**src/rtl/keyboard_report_decoder_defines.svh**
```systemverilog
// Assertion macros shared by the keyboard report decoder modules.
`ifndef KEYBOARD_REPORT_DECODER_DEFINES_SVH
`define KEYBOARD_REPORT_DECODER_DEFINES_SVH

// Same-cycle implication under synchronous reset.
`define KRD_ASSERT_NOW(lbl, clk, rst, ante, cons) \
   lbl: assert property (@(posedge clk) disable iff (rst) (ante) |-> (cons)) \
      else $error("keyboard report decoder check failed");

// Next-cycle implication under synchronous reset.
`define KRD_ASSERT_NEXT(lbl, clk, rst, ante, cons) \
   lbl: assert property (@(posedge clk) disable iff (rst) (ante) |=> (cons)) \
      else $error("keyboard report decoder check failed");

`endif

```
**src/rtl/krd_pkg.sv**
```systemverilog
// Shared types, codes and string tables of the keyboard report decoder.
`default_nettype none
package krd_pkg;

   localparam logic [1:0] KIND_REJECTED  = 2'd0;
   localparam logic [1:0] KIND_IDENTITY  = 2'd1;
   localparam logic [1:0] KIND_CAPABILITY = 2'd2;
   localparam logic [1:0] KIND_LIVE      = 2'd3;

   localparam logic [1:0] REG_REPORT_ID   = 2'd0;
   localparam logic [1:0] REG_IDENTITY    = 2'd1;
   localparam logic [1:0] REG_ANALOG      = 2'd2;
   localparam logic [1:0] REG_FULL_SCALE  = 2'd3;

   localparam logic [7:0] PRINT_LOW   = 8'h20;
   localparam logic [7:0] PRINT_HIGH  = 8'h7e;
   localparam logic [7:0] SUB_CAPABILITY = 8'h04;
   localparam logic [7:0] SUB_LIVE    = 8'h01;
   localparam logic [7:0] FIELD_SEP   = 8'h2c;
   localparam logic [9:0] MILLI_FULL  = 10'd1000;

   typedef struct packed {
      logic [7:0] report_id;
      logic [7:0] identity_command;
      logic [7:0] analog_command;
      logic [7:0] full_scale;
   } cfg_type;

   typedef struct packed {
      logic [1:0] kind;
      logic       expected_device;
      logic       firmware_known;
      logic [7:0] sensitivity;
      logic [2:0] row;
      logic [4:0] column;
      logic [7:0] travel;
   } job_type;

   function automatic logic [7:0] ctl_char(input logic [1:0] idx);
      logic [7:0] r;
      unique case (idx)
         2'd0: r = 8'h4d;
         2'd1: r = 8'h34;
         2'd2: r = 8'h38;
         default: r = 8'h34;
      endcase
      return r;
   endfunction

   function automatic logic [7:0] prod_char(input logic [2:0] idx);
      logic [7:0] r;
      unique case (idx)
         3'd0: r = 8'h58;
         3'd1: r = 8'h38;
         3'd2: r = 8'h36;
         3'd3: r = 8'h48;
         3'd4: r = 8'h45;
         3'd5: r = 8'h52;
         3'd6: r = 8'h47;
         default: r = 8'h42;
      endcase
      return r;
   endfunction

   function automatic logic [7:0] fw_char(input logic [1:0] idx);
      logic [7:0] r;
      unique case (idx)
         2'd0: r = 8'h56;
         2'd1: r = 8'h31;
         default: r = 8'h2e;
      endcase
      return r;
   endfunction

endpackage
`default_nettype wire

```
**src/rtl/krd_front.sv**
```systemverilog
// Front end: per-byte header capture, identity text scan and report classification.
`default_nettype none
module krd_front #(
   parameter int REPORT_BYTES = 64,
   parameter int ROWS         = 6,
   parameter int COLUMNS      = 22,
   parameter int FIELD_CHARS  = 16
) (
   input  wire logic             clock,
   input  wire logic             reset,
   input  wire krd_pkg::cfg_type cfg,
   input  wire logic             req_valid,
   output logic                  req_ready,
   input  wire logic [7:0]       req_data,
   input  wire logic             req_last,
   input  wire logic             queue_full,
   output logic                  job_push,
   output krd_pkg::job_type      job
);
   localparam int PW  = $clog2(REPORT_BYTES + 1);
   localparam int FLW = $clog2(FIELD_CHARS + 1);
   localparam logic [PW-1:0]  RB_P  = PW'(REPORT_BYTES);
   localparam logic [7:0]     RB_8  = 8'(REPORT_BYTES);
   localparam logic [FLW-1:0] FC_L  = FLW'(FIELD_CHARS);
   localparam logic [8:0]     ROWS_9 = 9'(ROWS);
   localparam logic [8:0]     COLS_9 = 9'(COLUMNS);

   typedef struct packed {
      logic [2:0]     fnum;
      logic [FLW-1:0] flen;
      logic [2:0]     match;
      logic           fault;
      logic           done;
   } scan_type;

   function automatic scan_type close_field(input scan_type s, input logic terminal);
      scan_type r;
      r = s;
      if (s.fnum >= 3'd6) begin
         r.fault = 1'b1;
         r.done  = 1'b1;
      end else begin
         if (s.fnum == 3'd0) begin
            if (s.flen == '0 || s.flen >= FC_L) r.fault = 1'b1;
            if (s.flen != FLW'(4)) r.match[0] = 1'b0;
         end else if (s.fnum == 3'd4) begin
            if (s.flen == '0 || s.flen >= FC_L) r.fault = 1'b1;
            if (s.flen != FLW'(8)) r.match[1] = 1'b0;
         end else if (s.fnum == 3'd5) begin
            if (s.flen >= FC_L) r.fault = 1'b1;
            if (s.flen < FLW'(3)) r.match[2] = 1'b0;
         end
         r.fnum = s.fnum + 3'd1;
         r.flen = '0;
         if (terminal) begin
            r.done = 1'b1;
            if (r.fnum < 3'd5) r.fault = 1'b1;
         end
      end
      return r;
   endfunction

   function automatic scan_type text_char(input scan_type s, input logic [7:0] c);
      scan_type r;
      logic     checked;
      r = s;
      checked = (s.fnum == 3'd0) || (s.fnum == 3'd4) || (s.fnum == 3'd5);
      if (s.flen < FC_L) r.flen = s.flen + FLW'(1);
      if (checked && (c < krd_pkg::PRINT_LOW || c > krd_pkg::PRINT_HIGH)) r.fault = 1'b1;
      if (s.fnum == 3'd0) begin
         if (s.flen >= FLW'(4) || c != krd_pkg::ctl_char(s.flen[1:0])) r.match[0] = 1'b0;
      end else if (s.fnum == 3'd4) begin
         if (s.flen >= FLW'(8) || c != krd_pkg::prod_char(s.flen[2:0])) r.match[1] = 1'b0;
      end else if (s.fnum == 3'd5) begin
         if (s.flen < FLW'(3) && c != krd_pkg::fw_char(s.flen[1:0])) r.match[2] = 1'b0;
      end
      return r;
   endfunction

   logic [PW-1:0] pos_ff, pos_in;
   logic [7:0]    hdr_ff [8];
   logic [7:0]    col_ff, trav_ff;
   scan_type      scan_ff, scan_in, scan_step;
   logic          accept, in_report, text_on;
   logic [7:0]    len, pos8;
   logic          full, base, is_ident, is_cap, is_live;
   scan_type      scan_clear;

   assign req_ready = !queue_full;
   assign accept    = req_valid && req_ready;
   assign in_report = pos_ff < RB_P;
   assign len       = hdr_ff[5];
   assign pos8      = 8'(pos_ff);
   assign text_on   = in_report && !scan_ff.done && len > 8'd5 && len < RB_8 &&
                      pos8 >= 8'd6 && pos8 <= len;

   always_comb begin
      scan_clear = '{fnum: 3'd0, flen: '0, match: 3'b111, fault: 1'b0, done: 1'b0};
      scan_step = scan_ff;
      if (text_on) begin
         if (req_data == 8'd0)                      scan_step = close_field(scan_ff, 1'b1);
         else if (req_data == krd_pkg::FIELD_SEP)   scan_step = close_field(scan_ff, 1'b0);
         else                                       scan_step = text_char(scan_ff, req_data);
         if (pos8 == len && !scan_step.done)        scan_step = close_field(scan_step, 1'b1);
      end
   end

   // Verdict on the final byte; the header bytes are all stored by then.
   assign full     = (9'(pos_ff) + 9'd1) >= 9'(REPORT_BYTES);
   assign base     = full && hdr_ff[0] == cfg.report_id;
   assign is_ident = base && hdr_ff[1] == cfg.identity_command && hdr_ff[2] == 8'd0 &&
                     hdr_ff[4] == 8'd0 && len > 8'd5 && len < RB_8 &&
                     scan_step.done && !scan_step.fault;
   assign is_cap   = base && hdr_ff[1] == cfg.analog_command && len >= 8'd2 &&
                     hdr_ff[6] == krd_pkg::SUB_CAPABILITY && hdr_ff[7] <= cfg.full_scale;
   assign is_live  = base && hdr_ff[1] == cfg.analog_command && len >= 8'd3 &&
                     hdr_ff[6] == krd_pkg::SUB_LIVE && {1'b0, hdr_ff[7]} < ROWS_9 &&
                     {1'b0, col_ff} < COLS_9;

   always_comb begin
      job = '0;
      priority if (is_ident) begin
         job.kind            = krd_pkg::KIND_IDENTITY;
         job.expected_device = scan_step.match[0] && scan_step.match[1];
         job.firmware_known  = scan_step.match[2];
      end else if (is_cap) begin
         job.kind        = krd_pkg::KIND_CAPABILITY;
         job.sensitivity = hdr_ff[7];
      end else if (is_live) begin
         job.kind   = krd_pkg::KIND_LIVE;
         job.row    = hdr_ff[7][2:0];
         job.column = col_ff[4:0];
         job.travel = trav_ff;
      end else begin
         job.kind = krd_pkg::KIND_REJECTED;
      end
   end

   assign job_push = accept && req_last;

   always_comb begin
      pos_in  = pos_ff;
      scan_in = scan_ff;
      if (accept) begin
         if (in_report) pos_in = pos_ff + PW'(1);
         scan_in = scan_step;
         if (req_last) begin
            pos_in  = '0;
            scan_in = scan_clear;
         end
      end
   end

   always_ff @(posedge clock) begin
      if (reset) begin
         pos_ff  <= '0;
         scan_ff <= '{fnum: 3'd0, flen: '0, match: 3'b111, fault: 1'b0, done: 1'b0};
         for (int k = 0; k < 8; k++) hdr_ff[k] <= 8'd0;
         col_ff  <= 8'd0;
         trav_ff <= 8'd0;
      end else begin
         pos_ff  <= pos_in;
         scan_ff <= scan_in;
         if (accept && req_last) begin
            for (int k = 0; k < 8; k++) hdr_ff[k] <= 8'd0;
            col_ff  <= 8'd0;
            trav_ff <= 8'd0;
         end else if (accept && in_report) begin
            if (pos8 < 8'd8) hdr_ff[pos_ff[2:0]] <= req_data;
            else if (pos8 == 8'd8) col_ff <= req_data;
            else if (pos8 == 8'd9) trav_ff <= req_data;
         end
      end
   end
endmodule
`default_nettype wire

```
**src/rtl/krd_queue.sv**
```systemverilog
// Two-entry queue of classified reports between the front and back ends.
`default_nettype none
`include "keyboard_report_decoder_defines.svh"
module krd_queue (
   input  wire logic             clock,
   input  wire logic             reset,
   input  wire logic             push,
   input  wire krd_pkg::job_type push_data,
   output logic                  full,
   input  wire logic             pop,
   output krd_pkg::job_type      pop_data,
   output logic                  empty
);
   krd_pkg::job_type entry_ff [2];
   logic       wr_ff, wr_in, rd_ff, rd_in;
   logic [1:0] count_ff, count_in;
   logic       do_push, do_pop;

   assign full     = count_ff == 2'd2;
   assign empty    = count_ff == 2'd0;
   assign do_push  = push && !full;
   assign do_pop   = pop && !empty;
   assign pop_data = entry_ff[rd_ff];

   always_comb begin
      wr_in    = do_push ? !wr_ff : wr_ff;
      rd_in    = do_pop ? !rd_ff : rd_ff;
      count_in = count_ff + 2'(do_push) - 2'(do_pop);
   end

   always_ff @(posedge clock) begin
      if (reset) begin
         wr_ff    <= 1'b0;
         rd_ff    <= 1'b0;
         count_ff <= 2'd0;
      end else begin
         wr_ff    <= wr_in;
         rd_ff    <= rd_in;
         count_ff <= count_in;
      end
      if (do_push) entry_ff[wr_ff] <= push_data;
   end

   `KRD_ASSERT_NOW(a_no_push_full, clock, reset, full, !push)
   `KRD_ASSERT_NOW(a_count_range, clock, reset, 1'b1, count_ff != 2'd3)
   `KRD_ASSERT_NOW(a_ptr_match, clock, reset, empty || full, wr_ff == rd_ff)
endmodule
`default_nettype wire

```
**src/rtl/krd_back.sv**
```systemverilog
// Back end: travel scaling by restoring division and the result register.
`default_nettype none
`include "keyboard_report_decoder_defines.svh"
module krd_back (
   input  wire logic             clock,
   input  wire logic             reset,
   input  wire logic [7:0]       full_scale,
   input  wire logic             job_ready,
   input  wire krd_pkg::job_type job,
   output logic                  job_pop,
   output logic                  rsp_valid,
   input  wire logic             rsp_ready,
   output logic [1:0]            rsp_kind,
   output logic                  rsp_expected_device,
   output logic                  rsp_firmware_known,
   output logic [7:0]            rsp_sensitivity,
   output logic [2:0]            rsp_row,
   output logic [4:0]            rsp_column,
   output logic [7:0]            rsp_travel,
   output logic [9:0]            rsp_travel_milli
);
   localparam logic [1:0] ST_IDLE = 2'd0;
   localparam logic [1:0] ST_DIV  = 2'd1;
   localparam logic [1:0] ST_OUT  = 2'd2;

   logic [1:0]       state_ff, state_in;
   krd_pkg::job_type job_ff;
   logic [17:0]      rem_ff, rem_in, dvs_ff, dvs_in;
   logic [9:0]       q_ff, q_in;
   logic [3:0]       step_ff, step_in;
   logic [7:0]       fsz;
   logic             ge;

   assign fsz     = (full_scale == 8'd0) ? 8'd1 : full_scale;
   assign job_pop = state_ff == ST_IDLE && job_ready;
   assign ge      = rem_ff >= dvs_ff;

   always_comb begin
      state_in = state_ff;
      rem_in   = rem_ff;
      dvs_in   = dvs_ff;
      q_in     = q_ff;
      step_in  = step_ff;
      unique case (state_ff)
         ST_IDLE: begin
            if (job_ready) begin
               q_in    = 10'd0;
               rem_in  = 18'(job.travel) * 18'd1000 + 18'(fsz[7:1]);
               dvs_in  = {1'b0, fsz, 9'd0};
               step_in = 4'd9;
               if (job.kind != krd_pkg::KIND_LIVE) begin
                  state_in = ST_OUT;
               end else if (job.travel >= fsz) begin
                  q_in     = krd_pkg::MILLI_FULL;
                  state_in = ST_OUT;
               end else begin
                  state_in = ST_DIV;
               end
            end
         end
         ST_DIV: begin
            q_in    = {q_ff[8:0], ge};
            rem_in  = ge ? rem_ff - dvs_ff : rem_ff;
            dvs_in  = dvs_ff >> 1;
            step_in = step_ff - 4'd1;
            if (step_ff == 4'd0) state_in = ST_OUT;
         end
         ST_OUT: begin
            if (rsp_ready) state_in = ST_IDLE;
         end
         default: state_in = ST_IDLE;
      endcase
   end

   always_ff @(posedge clock) begin
      if (reset) begin
         state_ff <= ST_IDLE;
      end else begin
         state_ff <= state_in;
      end
      rem_ff  <= rem_in;
      dvs_ff  <= dvs_in;
      q_ff    <= q_in;
      step_ff <= step_in;
      if (job_pop) job_ff <= job;
   end

   assign rsp_valid           = state_ff == ST_OUT;
   assign rsp_kind            = job_ff.kind;
   assign rsp_expected_device = job_ff.expected_device;
   assign rsp_firmware_known  = job_ff.firmware_known;
   assign rsp_sensitivity     = job_ff.sensitivity;
   assign rsp_row             = job_ff.row;
   assign rsp_column          = job_ff.column;
   assign rsp_travel          = job_ff.travel;
   assign rsp_travel_milli    = q_ff;

   `KRD_ASSERT_NOW(a_milli_cap, clock, reset, rsp_valid, rsp_travel_milli <= 10'd1000)
   `KRD_ASSERT_NOW(a_milli_live, clock, reset,
      rsp_valid && rsp_kind != krd_pkg::KIND_LIVE, rsp_travel_milli == 10'd0)
   `KRD_ASSERT_NEXT(a_div_ends, clock, reset,
      state_ff == ST_DIV && step_ff == 4'd0, state_ff == ST_OUT)
endmodule
`default_nettype wire

```
**src/rtl/keyboard_report_decoder.sv**
```systemverilog
// Top level of the keyboard report decoder: register file, front end, queue and back end.
//
// Usage: report bytes enter on the req_ channel (req_data, req_last marks the final
// byte), one per accepted request, byte zero first. Each report yields exactly one
// verdict on the rsp_ channel after its final byte; other bytes yield nothing.
// The front end takes one byte per cycle while the queue is not full and classifies
// the report when the final byte arrives; the verdict enters a two-entry queue. The
// back end then moves rejected, identity, capability and saturated live verdicts
// straight to its output register, and runs a live verdict that needs scaling through
// the ten steps of its restoring divider first, before the verdict shows on rsp_.
// If the receiver stalls, the verdict holds in the output register and up to two
// more verdicts wait in the queue; only when the queue is full does req_ready drop.
// Synchronous reset clears the report state, the queue and the back end, and sets
// the registers to report id 0, both commands 0 and full scale 255.
// Registers are written over the APB-style port at byte addresses 0, 4, 8 and 12.
`default_nettype none
module keyboard_report_decoder #(
   parameter int REPORT_BYTES = 64,
   parameter int ROWS         = 6,
   parameter int COLUMNS      = 22,
   parameter int FIELD_CHARS  = 16
) (
   input  wire logic        clock,
   input  wire logic        reset,
   input  wire logic        psel,
   input  wire logic        penable,
   input  wire logic        pwrite,
   input  wire logic [3:0]  paddr,
   input  wire logic [31:0] pwdata,
   output logic [31:0]      prdata,
   output logic             pready,
   input  wire logic        req_valid,
   output logic             req_ready,
   input  wire logic [7:0]  req_data,
   input  wire logic        req_last,
   output logic             rsp_valid,
   input  wire logic        rsp_ready,
   output logic [1:0]       rsp_kind,
   output logic             rsp_expected_device,
   output logic             rsp_firmware_known,
   output logic [7:0]       rsp_sensitivity,
   output logic [2:0]       rsp_row,
   output logic [4:0]       rsp_column,
   output logic [7:0]       rsp_travel,
   output logic [9:0]       rsp_travel_milli
);
   krd_pkg::cfg_type cfg_ff;
   logic             wr_en;
   logic [1:0]       reg_idx;
   logic             queue_full, queue_empty, job_push, job_pop;
   krd_pkg::job_type push_job, pop_job;

   // Register file; the write completes in the access phase.
   assign pready  = 1'b1;
   assign reg_idx = paddr[3:2];
   assign wr_en   = psel && penable && pwrite && pready;

   always_ff @(posedge clock) begin
      if (reset) begin
         cfg_ff <= '{report_id: 8'd0, identity_command: 8'd0,
                     analog_command: 8'd0, full_scale: 8'd255};
      end else if (wr_en) begin
         unique case (reg_idx)
            krd_pkg::REG_REPORT_ID:  cfg_ff.report_id        <= pwdata[7:0];
            krd_pkg::REG_IDENTITY:   cfg_ff.identity_command <= pwdata[7:0];
            krd_pkg::REG_ANALOG:     cfg_ff.analog_command   <= pwdata[7:0];
            krd_pkg::REG_FULL_SCALE: cfg_ff.full_scale       <= pwdata[7:0];
            default: ;
         endcase
      end
   end

   always_comb begin
      unique case (reg_idx)
         krd_pkg::REG_REPORT_ID:  prdata = {24'd0, cfg_ff.report_id};
         krd_pkg::REG_IDENTITY:   prdata = {24'd0, cfg_ff.identity_command};
         krd_pkg::REG_ANALOG:     prdata = {24'd0, cfg_ff.analog_command};
         krd_pkg::REG_FULL_SCALE: prdata = {24'd0, cfg_ff.full_scale};
         default:                 prdata = 32'd0;
      endcase
   end

   krd_front #(
      .REPORT_BYTES(REPORT_BYTES),
      .ROWS(ROWS),
      .COLUMNS(COLUMNS),
      .FIELD_CHARS(FIELD_CHARS)
   ) u_front (
      .clock(clock),
      .reset(reset),
      .cfg(cfg_ff),
      .req_valid(req_valid),
      .req_ready(req_ready),
      .req_data(req_data),
      .req_last(req_last),
      .queue_full(queue_full),
      .job_push(job_push),
      .job(push_job)
   );

   krd_queue u_queue (
      .clock(clock),
      .reset(reset),
      .push(job_push),
      .push_data(push_job),
      .full(queue_full),
      .pop(job_pop),
      .pop_data(pop_job),
      .empty(queue_empty)
   );

   krd_back u_back (
      .clock(clock),
      .reset(reset),
      .full_scale(cfg_ff.full_scale),
      .job_ready(!queue_empty),
      .job(pop_job),
      .job_pop(job_pop),
      .rsp_valid(rsp_valid),
      .rsp_ready(rsp_ready),
      .rsp_kind(rsp_kind),
      .rsp_expected_device(rsp_expected_device),
      .rsp_firmware_known(rsp_firmware_known),
      .rsp_sensitivity(rsp_sensitivity),
      .rsp_row(rsp_row),
      .rsp_column(rsp_column),
      .rsp_travel(rsp_travel),
      .rsp_travel_milli(rsp_travel_milli)
   );
endmodule
`default_nettype wire

```
**config.mk**
```make
export PLATFORM = sky130hd
export DESIGN_NAME = keyboard_report_decoder
export DESIGN_NICKNAME = d
export VERILOG_FILES = /design/src/rtl/krd_pkg.sv /design/src/rtl/krd_front.sv /design/src/rtl/krd_queue.sv /design/src/rtl/krd_back.sv /design/src/rtl/keyboard_report_decoder.sv
export VERILOG_INCLUDE_DIRS = /design/src /design/src/rtl
export SDC_FILE = /design/constraint.sdc
export NUM_CORES = 1
export LEC_CHECK = 0
export BUFFER_PORTS_ARGS = -buffer_cell sky130_fd_sc_hd__buf_2
export CAP_MARGIN = 0
export CORE_MARGIN = 4
export CORE_UTILIZATION = 50
export DETAILED_ROUTE_END_ITERATION = 10
export PLACE_DENSITY = 0.68
export SETUP_SLACK_MARGIN = 0.1
export SLEW_MARGIN = 15
export SYNTH_ARGS = -nofsm -noshare
export SYNTH_HDL_FRONTEND = slang
export SYNTH_SLANG_ARGS = --single-unit
```
**constraint.sdc**
```tcl
create_clock -name clock -period 6.85 [get_ports clock]
set_clock_uncertainty 0.2 [all_clocks]
set_input_delay 1.37 -clock clock [delete_from_list [all_inputs] [get_ports clock]]
set_output_delay 1.37 -clock clock [all_outputs]
set_load 0.1 [all_outputs]
```
**Yosys cells after proc, flatten, opt, wreduce, memory -nomap -nowiden**

Memories as Yosys holds them, arrays and structs flattened. A register that Yosys moved wholly into a read port is not among the register bits.
Index checks and enable logic that the tools add are counted.

- Latch bits: 0
- Memories: 2
- Memory bits (read-only): 0
- Memory bits (writable): 120
- Bits of input ports: 52
- Output and inout bits: 73
- Logic and storage cells: 315
- Register bits: 152

Memories:

| name | words | width | rd ports | clocked after memory_dff | write ports | RTL line | text |
|---|---|---|---|---|---|---|---|
| u_front.hdr_ff | 8 | 8 | 7 | 0 | 8 | krd_front.sv:81 | `logic [7:0] hdr_ff [8];` |
| u_queue.entry_ff | 2 | 28 | 1 | 1 | 1 | krd_queue.sv:14 | `krd_pkg::job_type entry_ff [2];` |

- Multipliers: 1
- Order comparisons: 27
- Eq/ne operators: 39
- Bitwise operators: 10
- Divide/modulo/power cells: 0
- Reduce and logical (&&, ||, !) cells: 77
- Add/subtract/negate cells: 10
- Shift operators: 0
- Muxes and demuxes: 122

Operators by type and width:

| kind | number |
|---|---|
| $mux W8 | 26 |
| $pmux W32 S4 | 1 |
| $mux W13 | 6 |
| $pmux W18 S2 | 2 |
| $mux W18 | 3 |
| $mux W1 | 51 |
| $pmux W7 S7 | 1 |
| $logic_and A1 B1 Y1 | 33 |
| $logic_not A8 Y1 | 4 |
| $mux W16 | 2 |
| $mux W10 | 3 |
| $mux W2 | 14 |
| $pmux W7 S2 | 2 |
| $eq A8 B8 Y1 | 3 |
| $mux W24 | 1 |
| $ne A8 B8 Y1 | 3 |
| $mux W11 | 2 |
| $eq A3 B3 Y1 const B | 7 |
| $pmux W10 S2 | 1 |
| $add A18 B7 Y18 | 1 |
| $ge A18 B18 Y1 | 1 |
| $sub A18 B18 Y18 | 1 |
| $ge A8 B2 Y1 const B | 2 |
| $mul A8 B7 Y15 const B | 1 |
| 60 further kinds | 115 |

**Longest topological paths before layout**

Gate-level depths: netlist of run 1.

- Word-level depth: 29
- Depth in mapped cells: 21
- Mapped depth without buffers: 19

**Cells and area by module**

A second synthesis of run 1 with hierarchy kept.

- Cells, all modules: 1,450
- Area, all modules: 15,632.5 µm²

By module, submodules not included:

| module | area each (µm²) | seq. area each (µm²) | times used | cells an instance |
|---|---|---|---|---|
| krd_front | 5,994.5 | 2,402.3 | 1 | 638 |
| krd_back | 5,650.4 | 2,352.3 | 1 | 524 |
| krd_queue | 2,259.7 | 1,781.7 | 1 | 114 |
| keyboard_report_decoder | 1,727.9 | 640.6 | 1 | 174 |

**Worst setup path before layout of run 1**

Ideal clock, no wire load.

- Path kind: register to register
- Start: register (tool-made name)
- End: register u_back.rem_ff[17], data pin
- Path buffers: 2
- Required time: 6.382 ns
- Cell stages (with the launch flop): 21
- Arrival: 5.680 ns
- Setup time: 0.268 ns
- Path slack: 0.701 ns
- Clock period less this slack: 6.149 ns
- Cells stage by stage: dfxtp_1 clkbuf_1 clkbuf_1 mux2i_1 inv_1 fa_1 inv_1 fa_1 fa_1 fa_1 inv_1 ha_1 nand3_1 o2111ai_1 xor2_1 nand3_1 nor4b_1 nand3_1 xnor2_1 xnor2_1 a21oi_1

RTL lines:

| item | RTL line | text |
|---|---|---|
| end signal: assignment | krd_back.sv:81 | `rem_ff <= rem_in;` |
| end: declaration | krd_back.sv:28 | `logic [17:0] rem_ff, rem_in, dvs_ff, dvs_in;` |

==> reports/metrics.yaml, run 1 <==
cts:
  post_cts_buffers: 0
  numCtsBuffers: 29
  clk_pin_slew_ps: 60
  cts_resized: 0
  h-tree-depth: 1
  cts_tree: "built"
  root_buffer: "clkbuf_16"
  ctsHoldBuffers: 0
  cts.sinks: 264
  clkLatencyLatePin_ps: 550
  cts_buffer_depth: 3
global_route:
  grt_max_degree: 54
  grt_pass1_wl_mm: 53.6
  grt_overflow: 0
  antenna_found_initial: 0
  first_global_vias: 10300
  grt_usage_pct: 19.5
drt:
  ant_nets: 0
  wirelength_mm: 33.4
  drtIter0Drc: 683
  drc_errors: 0
  wl_per_cell_um: 17.5
  vias_per_cell: 5.55
  first_pass_iters: 5
  vias: 10600
critical_path:
  critPathLaunchType: "flip-flop"
  critical_path_class: "flip-flop to flip-flop"
  cp.arrival_ps: 6220
  rr_worst_depth: 19
  endpoint_kind: "flip-flop"
  worstPathRequired_ps: 6910
  crit_fanout: 7
  crit-reg2reg-capture: "u_back.rem_ff[17]"
  r2r_slack_ps: 690
flow_run:
  maxCapViolations: 0
placed_design:
  post_dp_cell_area_um2: 15900
  dp_hpwl_mm: 24.1
  post-place-ws_ps: 725
  portBuffers: 73
  gp_congestion: 0.854
  placedCellCount: 1856
sta:
  clock.fmax_mhz: 162
  whs_ps: 281
  period_share_pct: 90.0
  fin_crit_ps: 6160
  drv_slew: 0
  setup_slack_ps: 688
  hold_violations: 0
  grt_setup_unrepaired: "false"
  slew_headroom_pct: 19.2
  worst_pin_slew_ps: 1210
  setup_viol: 0
  finalSetupTns_ps: 0
floorplanning:
  coreArea_um2: 29900
  dieArea_um2: 33500
  rows: 63
  die_w_um: 183
  ioPinCount: 125
  die_h_um: 183
  start_util_pct: 51.2
min_path:
  hold_class: "flip-flop to flip-flop"
  worstHoldEndpoint: "u_front.scan_ff[2]"
  whs_path_depth: 2
  holdCritStartpoint: "u_front.scan_ff[2]"
synthesis:
  netlist_area_um2: 15300
  synth-seq-area-share_pct: 46.9
  ys_ff_latch: 264
  yosys_warnings: 0
  netlist.area_leader.share_pct: 37.1
  synth_cell_types: 72
  syn-instance-count: 1439
  yosysTopAreaCell: "edfxtp_1"
  async_reset_ff_share_pct: 0
  synthTopCellsByArea: "edfxtp_1 37%, dfxtp_1 9.8%, ha_1 8.7%"
  yosys.cell_count.top_type: "edfxtp_1"
  synth_edf_count: 189
  yosys-top-cells-count: "189 x edfxtp_1, 123 x nor2_1, 110 x inv_1"
  synth-main-ff-cell: "edfxtp_1"
  avgSynthCellArea_um2: 10.6
final_layout:
  fin_area_um2: 16900
  stdcell_count: 1910
  drive_above_1_share_pct: 12.0
  syn2layout_area_growth_pct: 10.3
  final_nets: 1678
  antennaDiodeCount: 0
pwr:
  irDropWorstVdd_uv: 600
  p_leak_nw: 6.99
  power.density_nw_per_um2: 537
outcome:
  status: "finished clean"
-- layout by cell type (no fill, tap or decap), drive strengths merged, types with 9 or more instances in the layout --
cell type,instances
and2,71
nand3b,10
buf,89
nor4,23
nand4,13
clkbuf,42
nor2b,11
nand2b,16
xor2,43
o21ai,64
nand3,27
fa,23
inv,111
edfxtp,189
dfxtp,75
conb,25
a21oi,67
xnor2,31
nor2,123
mux2i,50
a21o,17
and3,10
a211oi,13
mux2,29
nor3,41
or3,9
ha,106
nand2,81
-- routing by layer --
layer  share of wire, %  wire, µm  global-route usage [%]  vias to the layer above
li1                   -         -                       -                     5180
met1                 44     14800                    26.6                     5106
met2                 48     16000                    32.6                      253
met3                4.9      1630                    2.76                       66
met4                2.9       966                    5.90                        0
met5                  0         0                       0                        -
-- cell type report --
class	count	area, µm²
Clock buffer	42	805
Tap cell	390	488
Sequential cell	264	7180
Fill cell	2463	13000
Clock inverter	12	131
Inverter	111	417
Timing Repair Buffer	89	485
Multi-Input combinational cell	1002	7360
-- worst max-delay path by stage --
stage	endpoint	startpoint	slack, ps
detailed placement	u_back.rem_ff[17]	flip-flop	720
global placement	u_back.rem_ff[17]	flip-flop	890
finish	u_back.rem_ff[17]	flip-flop	690
global route	u_back.rem_ff[17]	flip-flop	270
floorplan	u_back.rem_ff[17]	flip-flop	700
CTS	u_back.rem_ff[17]	flip-flop	720
-- critical path, stage by stage (launching register included) --
cell	delay (ps)
dfxtp_1	520
mux2i_1	460
inv_1	280
fa_1	610
xor2_1	200
ha_1	280
fa_1	500
inv_1	50
fa_1	500
inv_1	40
ha_1	350
o21a_1	210
o31a_1	130
a21oi_1	300
nand4_1	230
nor4b_1	470
nand3_1	150
xnor2_1	180
xnor2_1	140
a21oi_1	80
-- registers in the layout, summed over array words and instances (netlist names), 2 cells and up, named ones only --
signal,count
u_back.rem_ff,18
u_back.rsp_kind,2
u_back.rsp_column,5
u_front.scan_ff,13
u_back.rsp_sensitivity,8
u_back.state_ff,2
u_queue.count_ff,2
u_queue.entry_ff,56
u_front.col_ff,8
u_front.trav_ff,8
u_back.dvs_ff,17
u_back.rsp_travel,8
cfg_ff,32
u_front.hdr_ff,56
u_front.pos_ff,7
u_back.rsp_row,3
u_back.step_ff,4
u_back.rsp_travel_milli,10
-- kinds of logic after synthesis --
logic type               after synthesis  synth area share, %
AO/OA/AOI/OAI                        231                 9.69
XOR/XNOR                              74                 4.24
adder cells (fa/ha/maj)              129                 11.7
buffers and inverters                196                 5.61
flip-flops                           264                 46.9
multiplexers                          87                 6.59
other                                  2               0.0491
AND/OR/NAND/NOR                      456                 15.2
-- report_power, final --
| part | switching [mW] | internal, mW | total [mW] |
|---|---|---|---|
| Combinational | 3.41 | 1.79 | 5.20 |
| Sequential | 0.121 | 2.24 | 2.36 |
| Clock | 0.613 | 0.893 | 1.51 |
-- through the flow --
step	total power [mW]	utilization (%)
floorplan	6.55	-
finish	9.06	56.5
detailed placement	7.54	53.3
CTS	9.09	56.5
global route	9.74	56.5
global placement	7.45	53.3
(Power assumes the default switching activity.)
==> run 2: changes to the inputs <==
- GPL_ROUTABILITY_DRIVEN: unset -> 0
- PLACE_DENSITY: 0.68 -> unset
- PLACE_DENSITY_LB_ADDON: unset -> 0.15
==> run 2 against run 1 <==
Clock power rose by 3%; routed wire length rose by 2.1%; cell count barely moved; final area rose by 0.25%; sequential power barely moved; first-iteration DRC count rose by 7.2%; fmax rose by 2.4%; power rose by 0.69%; register-to-register slack improved by 140 ps; sequential share of layout area fell by 0.11 points; largest power group unchanged.
==> reports/metrics.yaml, run 2 (synthesized netlist as in run 1, its figures left out) <==
sta:
  drv_slew: 0
  finalSetupTns_ps: 0
  hold_violations: 0
  whs_ps: 283
  period_share_pct: 87.9
  setup_slack_ps: 831
  fin_crit_ps: 6020
  worst_pin_slew_ps: 1060
  setup_viol: 0
  grt_setup_unrepaired: "false"
  clock.fmax_mhz: 166
  slew_headroom_pct: 28.7
floorplanning:
  rows: 63
  ioPinCount: 125
  dieArea_um2: 33500
  coreArea_um2: 29900
  die_h_um: 183
  start_util_pct: 51.2
  die_w_um: 183
drt:
  drtIter0Drc: 732
  vias_per_cell: 5.51
  first_pass_iters: 6
  vias: 10500
  wirelength_mm: 34.1
  drc_errors: 0
  ant_nets: 0
  wl_per_cell_um: 17.9
placed_design:
  portBuffers: 73
  dp_hpwl_mm: 24.3
  post-place-ws_ps: 776
final_layout:
  layout_common_cells: "189 x edfxtp_1, 122 x nor2_1, 110 x inv_1"
  antennaDiodeCount: 0
  final_common_cell: "edfxtp_1"
  final_util_pct: 56.6
  top_regs: "u_front.hdr_ff x56, u_queue.entry_ff x56, cfg_ff x32"
  syn2layout_area_growth_pct: 10.5
  final_nets: 1678
  drive_above_1_share_pct: 12.2
cts:
  cts_buffer_depth: 3
  numCtsBuffers: 28
  root_buffer: "clkbuf_16"
  ctsHoldBuffers: 0
  clkLatencyLatePin_ps: 550
  cts_tree: "built"
  post_cts_buffers: 0
  h-tree-depth: 1
  cts.sinks: 264
  cts_resized: 0
  clk_pin_slew_ps: 60
critical_path:
  path_buf_inv: 3
  rr_worst_depth: 19
  critical_path_class: "flip-flop to flip-flop"
  endpoint_kind: "flip-flop"
  crit_slowest_cell: "fa_1"
  worstPathRequired_ps: 6920
  cp_cell_sequence: "mux2i_1 > inv_1 > fa_1 > xor2_1 > ha_1 > fa_1 > inv_1 > fa_1 > inv_1 > ha_1 > nand3_1 > o2111ai_1 > xor2_1 > nand3_1 > nor4b_1 > nand3_1 > xnor2_1 > xnor2_1 > a21oi_1"
  cpLargestDelayFamily: "adder cells"
  crit_path_max_incr_delay_ps: 600
  critPathLaunchType: "flip-flop"
  worst-path-stages: 19
  crit_fanout: 7
  cp.arrival_ps: 6090
global_route:
  grt_overflow: 0
  grt_pass1_wl_mm: 55.0
  grt_usage_pct: 20.2
  grt_max_degree: 53
  antenna_found_initial: 0
  first_global_vias: 10300
min_path:
  holdCritStartpoint: "u_front.scan_ff[2]"
  whs_path_depth: 2
  hold_class: "flip-flop to flip-flop"
pwr:
  power.density_nw_per_um2: 540
  p_int_mw: 4.96
  p_seq_share_pct: 25.8
  p_leak_nw: 7.01
  swShare_pct: 45.7
  irDropWorstVdd_uv: 484
  power_frac_comb_pct: 57.2
  power.total_mw: 9.12
  power.share.clock_pct: 17.0
  switchingPower_mw: 4.17
outcome:
  status: "finished clean"
flow_run:
  maxCapViolations: 0
==> run 2: path summary, 6_finish.rpt <==
| kind | to | slack, ps |
|---|---|---|
| max reg2reg | u_back.rem_ff[17] | 830 |
| min reg2reg | u_front.scan_ff[2] | 280 |
| min | u_front.scan_ff[2] | 280 |
| max | u_back.rem_ff[17] | 830 |
==> run 2: power by group through the flow <==
stage,Clock [mW],Combinational (mW),Sequential (mW)
floorplan,0,3.44,3.11
global placement,0,5.14,2.39
detailed placement,0,5.20,2.39
CTS,1.59,5.24,2.36
global route,1.65,5.81,2.38
finish,1.55,5.21,2.35
==> run 2: worst reg2reg max path: stages (launching register included) <==
cell	delay (ps)
dfxtp_1	510
mux2i_1	390
inv_1	250
fa_1	600
xor2_1	160
ha_1	260
fa_1	500
inv_1	50
fa_1	500
inv_1	40
ha_1	370
nand3_1	120
o2111ai_1	230
xor2_1	310
nand3_1	190
nor4b_1	490
nand3_1	160
xnor2_1	180
xnor2_1	150
a21oi_1	90
==> run 2: routing by layer <==
layer	up-vias	part of all wire, %	track usage [%]
met5	-	0	0
met4	0	2.6	5.27
met3	52	4.5	2.76
met2	253	48	34.7
met1	5027	45	27.4
li1	5180	-	-
==> run 2: stage by stage <==
stage               instances  instance area (µm²)
floorplan                1462                15400
global placement         1857                15900
detailed placement       1857                15900
CTS                      1909                16900
global route             1909                16900
finish                   1909                16900
==> run 2: layout make-up <==
type,count,area [µm²]
fill,2545,13000
multi-input combinational,1002,7370
sequential,264,7180
clock buffer,44,853
timing repair buffer,90,493
tap,390,488
inverter,111,417
clock inverter,8,109
==> run 3: changes to the inputs <==
- BUFFER_PORTS_ARGS: -buffer_cell sky130_fd_sc_hd__buf_2 -> unset
- DONT_BUFFER_PORTS: unset -> 1
==> run 3 against run 2 <==
Clock-buffer cell count shrank 6; routed wire length shrank 0.25%; power shrank 1.9%; global-route usage shrank 0.21 points; sequential power grew 33%; register-to-register slack lost 110 ps; final area shrank 2.6%; via count shrank 2.2%; highest routed layer unchanged.
==> reports/metrics.yaml, run 3 (synthesized netlist as in run 1, its figures left out) <==
critical_path:
  rr_worst_depth: 19
  cpLargestDelayFamily: "adder cells"
  cp.arrival_ps: 6210
  r2r_slack_ps: 730
  critical_path_class: "flip-flop to flip-flop"
  endpoint_kind: "flip-flop"
  crit_slowest_cell: "dfxtp_1"
  crit-reg2reg-capture: "u_back.rem_ff[17]"
  crit_fanout: 10
  crit_path_end: "u_back.rem_ff[17]"
  worst-path-stages: 19
  critPathLaunchType: "flip-flop"
  cp_cell_sequence: "mux2i_1 > inv_1 > fa_1 > xor2_1 > ha_1 > fa_1 > inv_1 > fa_1 > inv_1 > ha_1 > nand3_1 > o2111ai_1 > xor2_1 > nand3_1 > nor4b_1 > nand3_1 > xnor2_1 > xnor2_1 > a21oi_1"
  path_buf_inv: 3
  worstPathRequired_ps: 6930
  crit_path_max_incr_delay_ps: 640
sta:
  grt_setup_unrepaired: "false"
  worst_pin_slew_ps: 1150
  finalSetupTns_ps: 0
  hold_violations: 0
  slew_headroom_pct: 23.0
  period_share_pct: 89.4
  drv_slew: 0
  clock.fmax_mhz: 163
  fin_crit_ps: 6120
  setup_viol: 0
final_layout:
  fillers: 2604
  fin_area_um2: 16500
  final_nets: 1603
  top_regs: "u_front.hdr_ff x56, u_queue.entry_ff x56, cfg_ff x32"
  drive_above_1_share_pct: 7.83
  final_common_cell: "edfxtp_1"
  layout_common_cells: "189 x edfxtp_1, 122 x nor2_1, 110 x inv_1"
  antennaDiodeCount: 0
  syn2layout_area_growth_pct: 7.72
placed_design:
  portBuffers: 0
  post_dp_cell_area_um2: 15600
  dp_hpwl_mm: 24.4
cts:
  post_cts_buffers: 0
  clkLatencyLatePin_ps: 550
  cts.sinks: 264
  cts_buffer_depth: 3
  cts_resized: 0
  h-tree-depth: 1
  numCtsBuffers: 29
  cts_tree: "built"
  root_buffer: "clkbuf_16"
  ctsHoldBuffers: 0
  clk_pin_slew_ps: 60
floorplanning:
  die_w_um: 183
  ioPinCount: 125
  start_util_pct: 51.2
  dieArea_um2: 33500
  rows: 63
  die_h_um: 183
  coreArea_um2: 29900
global_route:
  grt_overflow: 0
  first_global_vias: 10000
  grt_pass1_wl_mm: 54.4
  antenna_found_initial: 0
  grt_max_degree: 54
  grt_usage_pct: 20.0
outcome:
  status: "finished clean"
drt:
  ant_nets: 0
  wirelength_mm: 34.0
  vias_per_cell: 5.60
  first_pass_iters: 6
  drtIter0Drc: 655
  vias: 10300
  drc_errors: 0
  wl_per_cell_um: 18.6
flow_run:
  maxCapViolations: 0
pwr:
  irDropWorstVdd_uv: 437
  power.density_nw_per_um2: 543
  p_leak_nw: 6.69
min_path:
  hold_class: "flip-flop to flip-flop"
[run 3: cell types whose count changed in the layout (fill, tap and decap cells not counted), moves of 3 or more]
| cell | change |
|---|---|
| buf_2 | -73 |
| clkinv_2 | +5 |
| clkbuf_1 | -5 |
| buf_4 | -3 |
| clkinv_1 | +3 |
[run 3: worst min-delay path by stage]
stage,to,startpoint,cells past startpoint
2_1_floorplan,u_front.scan_ff[2],u_front.scan_ff[2],2
3_3_place_gp,u_front.scan_ff[2],u_front.scan_ff[2],2
3_5_place_dp,u_front.scan_ff[2],u_front.scan_ff[2],2
4_1_cts,u_front.scan_ff[2],u_front.scan_ff[2],2
5_1_grt,u_front.trav_ff[5],u_front.trav_ff[5],2
6_report,u_front.scan_ff[2],u_front.scan_ff[2],2
[run 3: per-stage QoR]
| step | power (mW) | hold slack, ps | setup WS [ps] | utilization (%) | std cells |
|---|---|---|---|---|---|
| after global routing | 9.63 | 305 | 271 | 55.1 | 1834 |
| after floorplan | 6.55 | 237 | 701 | - | 1462 |
| after detailed placement | 7.48 | 262 | 711 | 52.1 | 1781 |
| after CTS | 9.02 | 279 | 690 | 55.1 | 1834 |
| after global placement | 7.41 | 250 | 772 | 52.1 | 1781 |
| final | 8.95 | 282 | 725 | 55.1 | 1834 |
[run 3: routing by layer]
layer / routed length, µm / track usage [%]
met4: 704 / 4.62
met2: 16700 / 34.5
met1: 15200 / 27.2
met3: 1490 / 2.70
met5: 0 / 0
[run 3: final cells by class]
type,instances,area (µm²),share of cell area (%)
Multi-Input combinational cell,1002,7360,44.7
Timing Repair Buffer,14,105,0.638
Sequential cell,264,7180,43.6
Tap cell,390,488,2.96
Inverter,111,417,2.53
Clock inverter,15,115,0.699
Clock buffer,38,810,4.91
[run 3: tightest hold or removal path: cells and delay by family, from the launching register on]
| kind | cells | cell delay, ps |
|---|---|---|
| flip-flops | 1 | 330 |
| AND/OR/NAND/NOR | 1 | 60 |
| AO/OA/AOI/OAI | 1 | 60 |
[run 3: report_power, final]
part	switching (mW)	internal [mW]	leakage (nW)
Combinational	2.60	1.71	3.83
Sequential	0.887	2.25	2.41
Clock	0.635	0.868	0.450
